<file path="src/hw/rtl/glr_pkg.sv">
// shared constants, codes and controller/datapath interface types
package glr_pkg;

    // grid limits
    localparam int unsigned MAX_GAP_LINES  = 10;
    localparam int unsigned MAX_FRONT_FILL = 10;

    // the count from the divider saturates here
    localparam int unsigned DIV_CAP = (MAX_GAP_LINES + 1 > MAX_FRONT_FILL) ?
                                      MAX_GAP_LINES + 1 : MAX_FRONT_FILL;
    localparam int unsigned CNT_W   = $clog2(DIV_CAP + 2);

    // field widths
    localparam int unsigned POS_W      = 14;
    localparam int unsigned GRID_W     = 15;
    localparam int unsigned SPC_W      = 10;
    localparam int unsigned GAP_W      = 17;
    localparam int unsigned CFG_IDX_W  = 2;
    localparam int unsigned CFG_DATA_W = 14;

    // register indexes
    typedef enum logic [CFG_IDX_W-1:0] {
        CFG_MIN_LENGTH   = 2'd0,
        CFG_FRAME_EXTENT = 2'd1,
        CFG_LINE_SPACING = 2'd2
    } cfg_idx_t;

    // which gap goes into the divider
    typedef enum logic [1:0] {
        DIV_END   = 2'd0,
        DIV_FRONT = 2'd1,
        DIV_GAP   = 2'd2
    } div_src_t;

    // start position of a run of grid lines
    typedef enum logic [1:0] {
        RUN_POS  = 2'd0,
        RUN_PEND = 2'd1,
        RUN_LAST = 2'd2
    } run_src_t;

    // length of a run of grid lines
    typedef enum logic [1:0] {
        CNT_ONE   = 2'd0,
        CNT_FRONT = 2'd1,
        CNT_GAP   = 2'd2,
        CNT_END   = 2'd3
    } cnt_src_t;

    // what goes into the output register
    typedef enum logic [1:0] {
        EMIT_RUN   = 2'd0,
        EMIT_PEND  = 2'd1,
        EMIT_EMPTY = 2'd2
    } emit_src_t;

    // controller to datapath
    typedef struct packed {
        logic      latch;
        logic      div_load;
        div_src_t  div_src;
        logic      div_step;
        logic      end_save;
        logic      run_load;
        run_src_t  run_src;
        cnt_src_t  cnt_src;
        logic      back_step;
        logic      run_step;
        logic      emit;
        emit_src_t emit_src;
        logic      emit_end;
        logic      commit;
        logic      clear;
    } glr_cmd_t;

    // datapath to controller
    typedef struct packed {
        logic fin;
        logic qa_zero;
        logic qa_three;
        logic end_big;
        logic main_front;
        logic main_judge;
        logic main_big;
        logic keep_one;
        logic div_done;
        logic div_fit;
        logic back_zero;
        logic run_last;
        logic end_ok;
        logic out_free;
    } glr_status_t;

endpackage

</file>
<file path="src/hw/rtl/glr_ctrl.sv">
// sequencing state machine of the grid line regularizer
module glr_ctrl (
    input  logic                 aclk,
    input  logic                 aresetn,
    input  logic                 s_valid,
    output logic                 s_ready,
    input  glr_pkg::glr_status_t st,
    output glr_pkg::glr_cmd_t    cmd
);
    import glr_pkg::*;

    typedef enum logic [13:0] {
        ST_IDLE  = 14'b00000000000001,
        ST_LOAD  = 14'b00000000000010,
        ST_EDIV  = 14'b00000000000100,
        ST_MAIN  = 14'b00000000001000,
        ST_FDIV  = 14'b00000000010000,
        ST_GDIV  = 14'b00000000100000,
        ST_FBACK = 14'b00000001000000,
        ST_MRUN  = 14'b00000010000000,
        ST_POST  = 14'b00000100000000,
        ST_PEND  = 14'b00001000000000,
        ST_ESET  = 14'b00010000000000,
        ST_ERUN  = 14'b00100000000000,
        ST_EMPTY = 14'b01000000000000,
        ST_CLEAR = 14'b10000000000000
    } state_t;

    state_t state_reg, state_next;

    assign s_ready = (state_reg == ST_IDLE);

    // next state and commands
    always_comb begin
        state_next = state_reg;
        cmd        = '0;
        unique case (state_reg)
            ST_IDLE: begin
                if (s_valid) begin
                    cmd.latch  = 1'b1;
                    state_next = ST_LOAD;
                end
            end
            ST_LOAD: begin
                if (st.fin && st.qa_zero) begin
                    state_next = ST_EMPTY;
                end else if (st.fin && st.end_big) begin
                    cmd.div_load = 1'b1;
                    cmd.div_src  = DIV_END;
                    state_next   = ST_EDIV;
                end else begin
                    state_next = ST_MAIN;
                end
            end
            ST_EDIV: begin
                cmd.div_step = 1'b1;
                if (st.div_done) begin
                    cmd.end_save = 1'b1;
                    state_next   = ST_MAIN;
                end
            end
            ST_MAIN: begin
                priority if (st.main_front) begin
                    if (st.main_big) begin
                        cmd.div_load = 1'b1;
                        cmd.div_src  = DIV_FRONT;
                        state_next   = ST_FDIV;
                    end else begin
                        cmd.run_load = 1'b1;
                        cmd.run_src  = RUN_POS;
                        cmd.cnt_src  = CNT_ONE;
                        state_next   = ST_MRUN;
                    end
                end else if (st.main_judge) begin
                    if (st.main_big) begin
                        cmd.div_load = 1'b1;
                        cmd.div_src  = DIV_GAP;
                        state_next   = ST_GDIV;
                    end else if (st.keep_one) begin
                        cmd.run_load = 1'b1;
                        cmd.run_src  = RUN_PEND;
                        cmd.cnt_src  = CNT_ONE;
                        state_next   = ST_MRUN;
                    end else begin
                        state_next = ST_POST;
                    end
                end else begin
                    state_next = ST_POST;
                end
            end
            ST_FDIV: begin
                cmd.div_step = 1'b1;
                if (st.div_done) begin
                    cmd.run_load = 1'b1;
                    cmd.run_src  = RUN_POS;
                    cmd.cnt_src  = CNT_FRONT;
                    state_next   = ST_FBACK;
                end
            end
            ST_GDIV: begin
                cmd.div_step = 1'b1;
                if (st.div_done) begin
                    if (st.div_fit) begin
                        cmd.run_load = 1'b1;
                        cmd.run_src  = RUN_PEND;
                        cmd.cnt_src  = CNT_GAP;
                        state_next   = ST_MRUN;
                    end else begin
                        state_next = ST_POST;
                    end
                end
            end
            ST_FBACK: begin
                if (st.back_zero) begin
                    state_next = ST_MRUN;
                end else begin
                    cmd.back_step = 1'b1;
                end
            end
            ST_MRUN: begin
                if (st.out_free) begin
                    cmd.emit     = 1'b1;
                    cmd.emit_src = EMIT_RUN;
                    cmd.emit_end = st.fin && st.run_last && !st.qa_three && !st.end_ok;
                    cmd.run_step = 1'b1;
                    if (st.run_last) begin
                        state_next = ST_POST;
                    end
                end
            end
            ST_POST: begin
                cmd.commit = 1'b1;
                priority if (!st.fin) begin
                    state_next = ST_IDLE;
                end else if (st.qa_three) begin
                    state_next = ST_PEND;
                end else if (st.end_ok) begin
                    state_next = ST_ESET;
                end else begin
                    state_next = ST_CLEAR;
                end
            end
            ST_PEND: begin
                if (st.out_free) begin
                    cmd.emit     = 1'b1;
                    cmd.emit_src = EMIT_PEND;
                    cmd.emit_end = !st.end_ok;
                    state_next   = st.end_ok ? ST_ESET : ST_CLEAR;
                end
            end
            ST_ESET: begin
                cmd.run_load = 1'b1;
                cmd.run_src  = RUN_LAST;
                cmd.cnt_src  = CNT_END;
                state_next   = ST_ERUN;
            end
            ST_ERUN: begin
                if (st.out_free) begin
                    cmd.emit     = 1'b1;
                    cmd.emit_src = EMIT_RUN;
                    cmd.emit_end = st.run_last;
                    cmd.run_step = 1'b1;
                    if (st.run_last) begin
                        state_next = ST_CLEAR;
                    end
                end
            end
            ST_EMPTY: begin
                if (st.out_free) begin
                    cmd.emit     = 1'b1;
                    cmd.emit_src = EMIT_EMPTY;
                    cmd.emit_end = 1'b1;
                    state_next   = ST_CLEAR;
                end
            end
            ST_CLEAR: begin
                cmd.clear  = 1'b1;
                state_next = ST_IDLE;
            end
            default: begin
                state_next = ST_IDLE;
            end
        endcase
    end

    // state register
    always_ff @(posedge aclk) begin
        if (!aresetn) begin
            state_reg <= ST_IDLE;
        end else begin
            state_reg <= state_next;
        end
    end

endmodule

</file>
<file path="src/hw/rtl/glr_dpath.sv">
// datapath: config, frame state, gap divider, run generator, output register
module glr_dpath (
    input  logic                             aclk,
    input  logic                             aresetn,
    input  logic                             cfg_wr_en,
    input  logic [glr_pkg::CFG_IDX_W-1:0]    cfg_index,
    input  logic [glr_pkg::CFG_DATA_W-1:0]   cfg_wr_data,
    input  logic [glr_pkg::POS_W-1:0]        s_line_position,
    input  logic [glr_pkg::POS_W-1:0]        s_line_length,
    input  logic                             s_final_line,
    output logic                             m_valid,
    input  logic                             m_ready,
    output logic [glr_pkg::GRID_W-1:0]       m_grid_position,
    output logic                             m_list_end,
    output logic                             m_list_empty,
    input  glr_pkg::glr_cmd_t                cmd,
    output glr_pkg::glr_status_t             st
);
    import glr_pkg::*;

    typedef logic signed [GAP_W-1:0] gap_t;

    // configuration
    logic [POS_W-1:0] min_length_reg, frame_extent_reg;
    logic [SPC_W-1:0] line_spacing_reg;

    // frame state
    logic [1:0]        q_reg, q_next;
    logic [POS_W-1:0]  pend_reg, pend_next;
    logic [GRID_W-1:0] last_reg, last_next;

    // latched item
    logic [POS_W-1:0] pos_reg;
    logic             qual_reg, fin_reg;

    // divider
    logic [GAP_W-1:0] rem_reg, rem_next;
    logic [CNT_W-1:0] cnt_reg, cnt_next;

    // end fill result
    logic             end_ok_reg, end_ok_next;
    logic [CNT_W-1:0] end_n_reg, end_n_next;

    // run generator
    logic [GRID_W-1:0] run_pos_reg, run_pos_next;
    logic [CNT_W-1:0]  run_cnt_reg, run_cnt_next;
    logic [CNT_W-1:0]  back_reg, back_next;

    // output register
    logic              out_valid_reg, out_valid_next;
    logic [GRID_W-1:0] out_pos_reg, out_pos_next;
    logic              out_end_reg, out_end_next;
    logic              out_empty_reg, out_empty_next;

    logic [SPC_W-1:0]   spc;
    logic [SPC_W+1:0]   three_s;
    gap_t               small_th, big_th, half_s;
    logic [1:0]         qa;
    logic [GRID_W-1:0]  end_base;
    gap_t               end_gap, front_gap, right_gap, left_gap, div_in;
    logic [CNT_W-1:0]   front_n;

    // spacing and thresholds, zero spacing acts as one
    always_comb begin
        spc      = (line_spacing_reg == '0) ? SPC_W'(1) : line_spacing_reg;
        three_s  = {1'b0, spc, 1'b0} + {2'b00, spc};
        small_th = gap_t'(three_s >> 2);
        big_th   = gap_t'(three_s >> 1);
        half_s   = gap_t'(spc >> 1);
    end

    // count after this item and the position the end fill starts from
    always_comb begin
        if (!qual_reg) begin
            qa = q_reg;
        end else if (q_reg == 2'd0) begin
            qa = 2'd1;
        end else if (q_reg == 2'd1) begin
            qa = 2'd2;
        end else begin
            qa = 2'd3;
        end
        priority if (qa == 2'd3) begin
            end_base = qual_reg ? {1'b0, pos_reg} : {1'b0, pend_reg};
        end else if (qual_reg && q_reg == 2'd0) begin
            end_base = {1'b0, pos_reg};
        end else begin
            end_base = last_reg;
        end
    end

    // gaps
    always_comb begin
        end_gap   = gap_t'({3'b000, frame_extent_reg}) - gap_t'({2'b00, end_base});
        front_gap = gap_t'({3'b000, pos_reg});
        right_gap = gap_t'({3'b000, pos_reg}) - gap_t'({3'b000, pend_reg});
        left_gap  = gap_t'({3'b000, pend_reg}) - gap_t'({2'b00, last_reg});
        unique case (cmd.div_src)
            DIV_END:   div_in = end_gap;
            DIV_FRONT: div_in = front_gap;
            DIV_GAP:   div_in = right_gap;
            default:   div_in = right_gap;
        endcase
        front_n = (cnt_reg > CNT_W'(MAX_FRONT_FILL)) ? CNT_W'(MAX_FRONT_FILL) : cnt_reg;
    end

    // status to the controller
    always_comb begin
        st.fin        = fin_reg;
        st.qa_zero    = (qa == 2'd0);
        st.qa_three   = (qa == 2'd3);
        st.end_big    = (end_gap >= big_th);
        st.main_front = qual_reg && (q_reg == 2'd0);
        st.main_judge = qual_reg && (q_reg[1] == 1'b1);
        st.main_big   = (q_reg == 2'd0) ? (front_gap >= big_th) : (right_gap >= big_th);
        st.keep_one   = !((left_gap <= small_th) && (right_gap <= small_th));
        st.div_done   = (rem_reg < {{(GAP_W-SPC_W){1'b0}}, spc}) ||
                        (cnt_reg == CNT_W'(DIV_CAP));
        st.div_fit    = (cnt_reg <= CNT_W'(MAX_GAP_LINES));
        st.back_zero  = (back_reg == '0);
        st.run_last   = (run_cnt_reg == CNT_W'(1));
        st.end_ok     = end_ok_reg;
        st.out_free   = !out_valid_reg || m_ready;
    end

    // next values of the working registers
    always_comb begin
        q_next         = q_reg;
        pend_next      = pend_reg;
        last_next      = last_reg;
        rem_next       = rem_reg;
        cnt_next       = cnt_reg;
        end_ok_next    = end_ok_reg;
        end_n_next     = end_n_reg;
        run_pos_next   = run_pos_reg;
        run_cnt_next   = run_cnt_reg;
        back_next      = back_reg;
        out_valid_next = out_valid_reg && !m_ready;
        out_pos_next   = out_pos_reg;
        out_end_next   = out_end_reg;
        out_empty_next = out_empty_reg;

        if (cmd.latch) begin
            end_ok_next = 1'b0;
        end
        // divider: rounded quotient by repeated subtraction
        if (cmd.div_load) begin
            rem_next = GAP_W'(div_in + half_s);
            cnt_next = '0;
        end else if (cmd.div_step && !st.div_done) begin
            rem_next = rem_reg - {{(GAP_W-SPC_W){1'b0}}, spc};
            cnt_next = cnt_reg + CNT_W'(1);
        end
        if (cmd.end_save) begin
            end_ok_next = st.div_fit;
            end_n_next  = cnt_reg;
        end
        // run generator
        if (cmd.run_load) begin
            unique case (cmd.run_src)
                RUN_POS:  run_pos_next = {1'b0, pos_reg};
                RUN_PEND: run_pos_next = {1'b0, pend_reg};
                RUN_LAST: run_pos_next = last_reg;
                default:  run_pos_next = last_reg;
            endcase
            unique case (cmd.cnt_src)
                CNT_ONE:   run_cnt_next = CNT_W'(1);
                CNT_FRONT: run_cnt_next = front_n;
                CNT_GAP:   run_cnt_next = cnt_reg + CNT_W'(1);
                CNT_END:   run_cnt_next = end_n_reg + CNT_W'(1);
                default:   run_cnt_next = CNT_W'(1);
            endcase
            back_next = front_n - CNT_W'(1);
        end else if (cmd.back_step) begin
            run_pos_next = run_pos_reg - {{(GRID_W-SPC_W){1'b0}}, spc};
            back_next    = back_reg - CNT_W'(1);
        end else if (cmd.run_step) begin
            run_pos_next = run_pos_reg + {{(GRID_W-SPC_W){1'b0}}, spc};
            run_cnt_next = run_cnt_reg - CNT_W'(1);
        end
        // result item into the output register
        if (cmd.emit) begin
            out_valid_next = 1'b1;
            out_end_next   = cmd.emit_end;
            out_empty_next = (cmd.emit_src == EMIT_EMPTY);
            unique case (cmd.emit_src)
                EMIT_RUN:   out_pos_next = run_pos_reg;
                EMIT_PEND:  out_pos_next = {1'b0, pend_reg};
                EMIT_EMPTY: out_pos_next = '0;
                default:    out_pos_next = '0;
            endcase
            if (cmd.emit_src != EMIT_EMPTY) begin
                last_next = out_pos_next;
            end
        end
        // frame state update
        if (cmd.commit) begin
            q_next = qa;
            if (qual_reg && q_reg != 2'd0) begin
                pend_next = pos_reg;
            end
        end
        if (cmd.clear) begin
            q_next    = '0;
            pend_next = '0;
            last_next = '0;
        end
    end

    // control and configuration registers
    always_ff @(posedge aclk) begin
        if (!aresetn) begin
            min_length_reg   <= '0;
            frame_extent_reg <= POS_W'(1024);
            line_spacing_reg <= SPC_W'(32);
            q_reg            <= '0;
            pend_reg         <= '0;
            last_reg         <= '0;
            out_valid_reg    <= 1'b0;
        end else begin
            if (cfg_wr_en) begin
                unique case (cfg_idx_t'(cfg_index))
                    CFG_MIN_LENGTH:   min_length_reg   <= cfg_wr_data;
                    CFG_FRAME_EXTENT: frame_extent_reg <= cfg_wr_data;
                    CFG_LINE_SPACING: line_spacing_reg <= cfg_wr_data[SPC_W-1:0];
                    default: ;
                endcase
            end
            q_reg         <= q_next;
            pend_reg      <= pend_next;
            last_reg      <= last_next;
            out_valid_reg <= out_valid_next;
        end
    end

    // payload registers
    always_ff @(posedge aclk) begin
        if (cmd.latch) begin
            pos_reg  <= s_line_position;
            qual_reg <= (s_line_length > min_length_reg);
            fin_reg  <= s_final_line;
        end
        rem_reg       <= rem_next;
        cnt_reg       <= cnt_next;
        end_ok_reg    <= end_ok_next;
        end_n_reg     <= end_n_next;
        run_pos_reg   <= run_pos_next;
        run_cnt_reg   <= run_cnt_next;
        back_reg      <= back_next;
        out_pos_reg   <= out_pos_next;
        out_end_reg   <= out_end_next;
        out_empty_reg <= out_empty_next;
    end

    assign m_valid         = out_valid_reg;
    assign m_grid_position = out_pos_reg;
    assign m_list_end      = out_end_reg;
    assign m_list_empty    = out_empty_reg;

endmodule

</file>
<file path="src/hw/rtl/grid_line_regularizer.sv">
// top level of the grid line regularizer
//
// Input channel s_*: one detected line per item (position, length, final flag),
// positions ascending within a frame. Result channel m_*: grid positions in
// order; list_end marks the last result of a frame, list_empty the single
// zero result of a frame in which no line was longer than min_length.
// The user must write registers through cfg_wr_en/cfg_index/cfg_wr_data while idle; the block does not enforce it.
//
// One item is worked on at a time. An item is latched and judged, then
// runs each rounded gap/spacing division it needs (repeated subtraction,
// one step a cycle, with the count saturating at 11), steps back for the
// front fill if needed and emits its results one by one.
// A final item may run the divider twice (front fill or gap, and end
// fill), at most 23 results per item. s_ready is high only between items.
//
// Reset clears the frame state, loads the default registers and empties the
// output register. When the receiver stalls, the held result stays in the
// output register and the sequencer waits before producing the next one.
module grid_line_regularizer (
    input  logic                              aclk,
    input  logic                              aresetn,
    input  logic                              cfg_wr_en,
    input  logic [glr_pkg::CFG_IDX_W-1:0]     cfg_index,
    input  logic [glr_pkg::CFG_DATA_W-1:0]    cfg_wr_data,
    input  logic                              s_valid,
    output logic                              s_ready,
    input  logic [glr_pkg::POS_W-1:0]         s_line_position,
    input  logic [glr_pkg::POS_W-1:0]         s_line_length,
    input  logic                              s_final_line,
    output logic                              m_valid,
    input  logic                              m_ready,
    output logic [glr_pkg::GRID_W-1:0]        m_grid_position,
    output logic                              m_list_end,
    output logic                              m_list_empty
);
    import glr_pkg::*;

    glr_cmd_t    cmd;
    glr_status_t st;

    // sequencer
    glr_ctrl u_ctrl (
        .aclk    (aclk),
        .aresetn (aresetn),
        .s_valid (s_valid),
        .s_ready (s_ready),
        .st      (st),
        .cmd     (cmd)
    );

    // datapath
    glr_dpath u_dpath (
        .aclk            (aclk),
        .aresetn         (aresetn),
        .cfg_wr_en       (cfg_wr_en),
        .cfg_index       (cfg_index),
        .cfg_wr_data     (cfg_wr_data),
        .s_line_position (s_line_position),
        .s_line_length   (s_line_length),
        .s_final_line    (s_final_line),
        .m_valid         (m_valid),
        .m_ready         (m_ready),
        .m_grid_position (m_grid_position),
        .m_list_end      (m_list_end),
        .m_list_empty    (m_list_empty),
        .cmd             (cmd),
        .st              (st)
    );

    // an empty marker is a zero position that closes the frame
    assert property (@(posedge aclk) disable iff (!aresetn)
        (m_valid && m_list_empty) |-> (m_list_end && m_grid_position == '0))
        else $error("empty marker malformed");

    // after an item is taken the block is not ready in the next cycle
    assert property (@(posedge aclk) disable iff (!aresetn)
        (s_valid && s_ready) |=> !s_ready)
        else $error("input taken while busy");

    // reset leaves no result pending
    assert property (@(posedge aclk)
        !aresetn |=> !m_valid)
        else $error("result valid after reset");

endmodule
</file>
<file path="config.mk">
export PLATFORM = sky130hd
export DESIGN_NAME = grid_line_regularizer
export DESIGN_NICKNAME = d
export VERILOG_FILES = /design/src/hw/rtl/glr_pkg.sv /design/src/hw/rtl/glr_ctrl.sv /design/src/hw/rtl/glr_dpath.sv /design/src/hw/rtl/grid_line_regularizer.sv
export SDC_FILE = /design/constraint.sdc
export NUM_CORES = 1
export LEC_CHECK = 0
export BUFFER_PORTS_ARGS = -buffer_cell sky130_fd_sc_hd__buf_2
export CAP_MARGIN = 20
export CORE_ASPECT_RATIO = 1.1
export CORE_MARGIN = 1.5
export CORE_UTILIZATION = 40
export CTS_CLUSTER_SIZE = 16
export DETAILED_ROUTE_END_ITERATION = 10
export PLACE_DENSITY_LB_ADDON = 0.25
export SETUP_SLACK_MARGIN = 0.2
export SLEW_MARGIN = 20
export SYNTH_ARGS = -nofsm -noshare
export SYNTH_HDL_FRONTEND = slang
export SYNTH_HIERARCHICAL = 1
export SYNTH_SLANG_ARGS = --single-unit
</file>
<file path="constraint.sdc">
create_clock -name aclk -period 7.6 [get_ports aclk]
set_input_delay 0.76 -clock aclk [delete_from_list [all_inputs] [get_ports aclk]]
set_output_delay 0.76 -clock aclk [all_outputs]
set_load 0.02 [all_outputs]
</file>
==> impl_metrics.yaml, run 1 <==
run_status:
  status: "completed"
pwr:
  vdd_drop_max_v: 0.000171
  power_leakage_nw: 6.35
  p_per_area_mw_per_mm2: 232
  power_mw: 3.58
timing:
  finClkSkew_ns: 0.0124
  maxSlewHeadroom: 0.225
  hold_viol: 0
  fin_hold_ws_ns: 0.470
  tns_ns: 0
  tightestPinTransition_ns: 1.16
  setup_viol: 0
  rsz0062_at_grt: "no"
  finalMaxSlewViolations: 0
  period_minus_slack_ns: 7.06
  fin_crit_sh: 0.928
  fmax_ghz: 0.142
yosys:
  synthSimpleGateAreaFrac: 0.192
  synth_compound_area_frac: 0.196
  synth.cell_area_sq_mm: 0.0140
  synth_ff_type: "dfxtp_1"
  synthArstFlopShare: 0
  synth-seq-cells: 166
  synth_cell_type_count: 91
  avgSynthCellArea_sq_um: 8.45
  synth_top_family_by_area: "compound AO/OA/AOI/OAI gates"
  ys.warnings.count: 6
  synth-edff-count: 78
  synth_xor_area_frac: 0.0557
  syn-instance-count: 1655
  ys_seq_area_frac: 0.293
  synthMuxAreaShare: 0.0509
  syn_nets: 1881
  synth-adder-area-share: 0.161
placement:
  io_buffers: 68
  dp_cells: 2121
  dp_hpwl_mm: 33.1
  place_congestion: 0.958
  placed_area_sq_mm: 0.0148
clock_tree:
  cts-hold-fix-buffers: 0
  clockBufferDepth: 2
  clk_pin_slew_ns: 0.07
  numCtsBuffers: 17
  root_buffer: "clkbuf_16"
  clk_latency_ns: 0.46
  cts_tree: "yes"
  htreeDepth: 4
  postCtsSetupBuffers: 0
  clkSinkCount: 166
worst_setup_path:
  r2r_start: "u_dpath/line_spacing_reg[8]"
  endpoint_kind: "flip-flop"
  crit_fanout: 19
  cp_data_arrival_time_ns: 7.24
  crit_top_cell: "a21oi_1"
  critPathSlowestCell: "fa_1"
  reg2reg_depth: 36
  required_ns: 7.79
  rr_endpoint: "u_dpath/rem_reg[10]"
  regToRegSetupSlack_ns: 0.54
  worstSetupPathType: "reg -> reg"
  crit_path_start_kind: "flip-flop"
  max_stage_delay_ns: 0.41
worst_hold_path:
  min_to: "u_dpath/pos_reg[12]"
  hold_path_class: "in -> reg"
  hold_start: "s_line_position[12]"
  holdPathStages: 1
floorplanning:
  die_x_um: 181
  ios: 69
  die_area_sq_mm: 0.0361
  fp-row-count: 71
  core_sq_mm: 0.0343
  fp.dieH_um: 199
  start_util: 0.408
layout:
  fillers: 3428
  insertedDiodeCount: 0
  final_cell_mix: "nand2_1, ha_1, nor2_1"
  syn2layout_area_growth_pct: 10.3
  final_common_cell: "nand2_1"
  largest_reg_flops: 17
  design_area_sq_mm: 0.0154
  drive_above_1_share: 0.102
  nets: 1928
  layout.cells.non_filler: 2153
route:
  drcViolationCount: 0
  wirelength_mm: 41.4
  dr.pass1.iters: 6
  num_vias: 12053
  routedWlPerCell_um: 19.2
  viasPerCell: 5.60
  ant_nets: 0
  drt_iter0_markers: 771
global_route:
  grt_max_degree: 53
  grt_overflow_total: 0
  grt_pass1_vias: 11483
  antenna_found_initial: 2
  grt_usage: 0.233
  grt_pass1_wl_mm: 64.7
run:
  max-cap-violations: 0
-- cells by family after synthesis --
group,Yosys count
DFF,166
xor gates and xnor gates,89
adders and majority gates,176
and+or+nand+nor,549
buffers and inverters,182
AOI/OAI and AO/OA,422
muxes,71
-- how the worst max path moves through the flow --
stage / to / slack [ns] / from
after floorplan: u_dpath/rem_reg[11] / 0.30 / u_dpath/line_spacing_reg[8]
after global placement: u_dpath/rem_reg[9] / 0.28 / u_dpath/line_spacing_reg[8]
after detailed placement: u_dpath/rem_reg[9] / 0.07 / u_dpath/line_spacing_reg[8]
after CTS: u_dpath/rem_reg[10] / 0.20 / u_dpath/line_spacing_reg[8]
after global routing: u_dpath/rem_reg[10] / 0.17 / u_dpath/line_spacing_reg[8]
final: u_dpath/rem_reg[10] / 0.54 / u_dpath/line_spacing_reg[8]
-- worst max-delay path, delay by kind of cell (launching register included) --
family | cells | cell delay (ns)
DFF | 1 | 0.36
and+or+nand+nor | 9 | 1.49
adders and majority gates | 5 | 1.43
AOI/OAI and AO/OA | 17 | 2.58
xor gates and xnor gates | 2 | 0.42
buffers and inverters | 3 | 0.49
-- where the power goes --
| group | switching [mW] | internal [mW] |
|---|---|---|
| combinational | 0.953 | 0.639 |
| sequential | 0.103 | 1.01 |
| clock | 0.411 | 0.461 |
| total | 1.47 | 2.11 |
-- what timing repair did --
item,4_1_cts,5_1_grt
resized for setup,3,13
endpoints found under the setup margin,7,12
pin swaps,0,3
-- metrics by stage --
| step | util | setup WS, ns |
|---|---|---|
| 2_1_floorplan | - | 0.302 |
| 3_3_place_gp | 0.432 | 0.284 |
| 3_5_place_dp | 0.432 | 0.0709 |
| 4_1_cts | 0.449 | 0.203 |
| 5_1_grt | 0.450 | 0.174 |
| 6_report | 0.450 | 0.545 |
-- synth_stat cells (14+ instances only) --
master | number | area share
nand2_1 | 207 | 0.056
ha_1 | 169 | 0.15
nor2_1 | 120 | 0.032
inv_1 | 115 | 0.031
a21oi_1 | 114 | 0.041
o21ai_0 | 96 | 0.034
dfxtp_1 | 88 | 0.13
edfxtp_1 | 78 | 0.17
mux2i_1 | 70 | 0.050
clkbuf_1 | 53 | 0.014
xnor2_1 | 51 | 0.032
a21o_1 | 38 | 0.020
xor2_1 | 38 | 0.024
a21boi_0 | 36 | 0.019
nand2b_1 | 36 | 0.016
nor2b_1 | 34 | 0.015
nand3_1 | 29 | 0.010
nor3_1 | 20 | 0.0072
o21a_1 | 17 | 0.0091
and3_1 | 15 | 0.0067
o221ai_1 | 14 | 0.0088
-- layer usage --
metal  up-vias  track usage  wire, um
li1       5986            -         -
met1      5662        0.291     18400
met2       318        0.390     19400
met3        83       0.0472      1940
met4         4        0.106      1730
met5         -            0        29
-- final cells by class --
class	count	area, sq um	share of cell area
well taps	438	548	0.0355
inverters	116	435	0.0282
multi-input cells	1307	9240	0.599
repair buffers	94	539	0.0349
clock inverters	14	140	0.00908
clock buffers	18	429	0.0278
flip-flops and latches	166	4100	0.266
No activity file was read; power rests on OpenSTA's default activity.
==> inputs of run 2 (changes only) <==
--- a/config.mk
+++ b/config.mk
@@ -9,7 +9,7 @@
 export CAP_MARGIN = 20
 export CORE_ASPECT_RATIO = 1.1
 export CORE_MARGIN = 1.5
-export CORE_UTILIZATION = 40
+export CORE_UTILIZATION = 50
 export CTS_CLUSTER_SIZE = 16
 export DETAILED_ROUTE_END_ITERATION = 10
 export PLACE_DENSITY_LB_ADDON = 0.25
==> impl_metrics.yaml, run 2 (same netlist as run 1, synthesis figures left out) <==
layout:
  largest_reg_flops: 17
  syn2layout_area_growth_pct: 9.70
  drive_above_1_share: 0.104
  nets: 1932
  layout.cells.non_filler: 2082
  insertedDiodeCount: 0
  fillers: 2544
  regArea_sq_mm: 0.00410
  multiInputGateArea_sq_mm: 0.00922
  final_common_cell: "nand2_1"
  final_cell_mix: "nand2_1, ha_1, nor2_1"
clock_tree:
  clkSinkCount: 166
  numCtsBuffers: 17
  htreeDepth: 4
  clockBufferDepth: 2
  clk_pin_slew_ns: 0.07
  clk_latency_ns: 0.46
  cts_tree: "yes"
  root_buffer: "clkbuf_16"
global_route:
  grt_pass1_wl_mm: 62.2
  grt_pass1_vias: 11376
  met1_usage: 0.348
  busiest_layer: "met2"
  grtUsageMet2: 0.476
  gr-usage-met3: 0.0393
  antenna_found_initial: 0
  grt_usage: 0.282
  grt_overflow_total: 0
  grt_max_degree: 53
route:
  drt_iter0_markers: 826
  num_vias: 12286
  viasPerCell: 5.90
  dr.pass1.iters: 6
  wirelength_mm: 40.6
  ant_nets: 0
  routedWlPerCell_um: 19.5
  drcViolationCount: 0
placement:
  dp_cells: 2049
  io_buffers: 68
  place_congestion: 1.05
  dp_hpwl_mm: 32.5
pwr:
  clkPwrFrac: 0.241
  p_per_area_mw_per_mm2: 233
  power_mw: 3.58
  switchingPower_mw: 1.49
  internal_power_mw: 2.09
  comb_power_share: 0.448
  seqPwrFrac: 0.311
  netSwitchingFraction: 0.417
  vdd_drop_max_v: 0.000135
  power_leakage_nw: 6.36
worst_setup_path:
  cp_num_buf_inv: 5
  required_ns: 7.79
  crit_fanout: 10
  worstSetupPathType: "reg -> reg"
  crit_start: "u_dpath/line_spacing_reg[8]"
  max_stage_delay_ns: 0.38
  regToRegSetupSlack_ns: 0.54
  critPathSlowestCell: "or3_1"
  cp_data_arrival_time_ns: 7.25
  critPathTopFamily: "compound AO/OA/AOI/OAI gates"
  r2r_start: "u_dpath/line_spacing_reg[8]"
  endpoint_kind: "flip-flop"
  crit_path_start_kind: "flip-flop"
worst_hold_path:
  hold_path_class: "reg -> reg"
  hold_start: "u_dpath/min_length_reg[10]"
timing:
  finalMaxSlewViolations: 0
  fmax_ghz: 0.142
  finClkSkew_ns: 0.0156
  rsz0062_at_grt: "no"
  tightestPinTransition_ns: 1.10
  tns_ns: 0
  setup_viol: 0
  fin_crit_sh: 0.930
  maxSlewHeadroom: 0.261
  period_minus_slack_ns: 7.06
  hold_viol: 0
floorplanning:
  die_area_sq_mm: 0.0290
  core_sq_mm: 0.0276
  start_util: 0.506
  fp.dieH_um: 178
  ios: 69
  fp-row-count: 64
  die_x_um: 162
run_status:
  status: "completed"
run:
  max-cap-violations: 0
[run 2: cell count changes in the layout (fill, tap and decap cells not counted), sizes merged]
cell,change
inv,-1
clkinvlp,+3
clkbuf,-1
buf,+4
bufinv,-1
[run 2: area by class of cell]
class	instances	share of cell area
clock buffers	17	0.0277
repair buffers	98	0.0369
clock inverters	15	0.00913
flip-flops and latches	166	0.267
well taps	363	0.0296
inverters	116	0.0284
multi-input cells	1307	0.601
[run 2: tightest hold or removal path, delay by kind of cell, from the launching register on]
| kind | cells | cell delay, ns |
|---|---|---|
| flip-flops | 1 | 0.31 |
| AO/OA/AOI/OAI | 1 | 0.06 |
| AND/OR/NAND/NOR | 1 | 0.05 |
[run 2: layer usage]
metal | routed length (um) | vias up
met5 | 0 | -
met4 | 2140 | 0
met3 | 1940 | 88
met2 | 19200 | 397
met1 | 17300 | 5811
li1 | - | 5990
[run 2: final timing paths]
kind,to,cells past startpoint
max,u_dpath/rem_reg[16],38
min,u_dpath/min_length_reg[10],2
max reg2reg,u_dpath/rem_reg[16],38
min reg2reg,u_dpath/min_length_reg[10],2
[run 2: metrics by stage]
| step | cell area [sq um] | hold slack (ns) | worst slack (ns) | utilization |
|---|---|---|---|---|
| after global placement | 14700 | 0.453 | 0.207 | 0.533 |
| after global routing | 15300 | 0.469 | 0.176 | 0.555 |
| after detailed placement | 14700 | 0.458 | 0.0459 | 0.533 |
| after CTS | 15300 | 0.464 | 0.243 | 0.554 |
| final | 15300 | 0.463 | 0.535 | 0.555 |
| after floorplan | 14000 | 0.406 | 0.302 | - |
[run 2: power by group through the flow]
stage | Combinational [mW] | Clock, mW | Sequential [mW]
detailed placement | 1.55 | 0 | 1.13
global route | 1.76 | 0.908 | 1.12
finish | 1.60 | 0.860 | 1.11
CTS | 1.58 | 0.878 | 1.11
floorplan | 1.13 | 0 | 1.08
global placement | 1.53 | 0 | 1.13
[run 2: what timing repair did]
item                       in CTS  in global routing
hold buffers                    0                  0
setup endpoints to repair       7                 11
resized for setup               4                  9
pin swaps                       0                  4
buffers inserted                0                  1
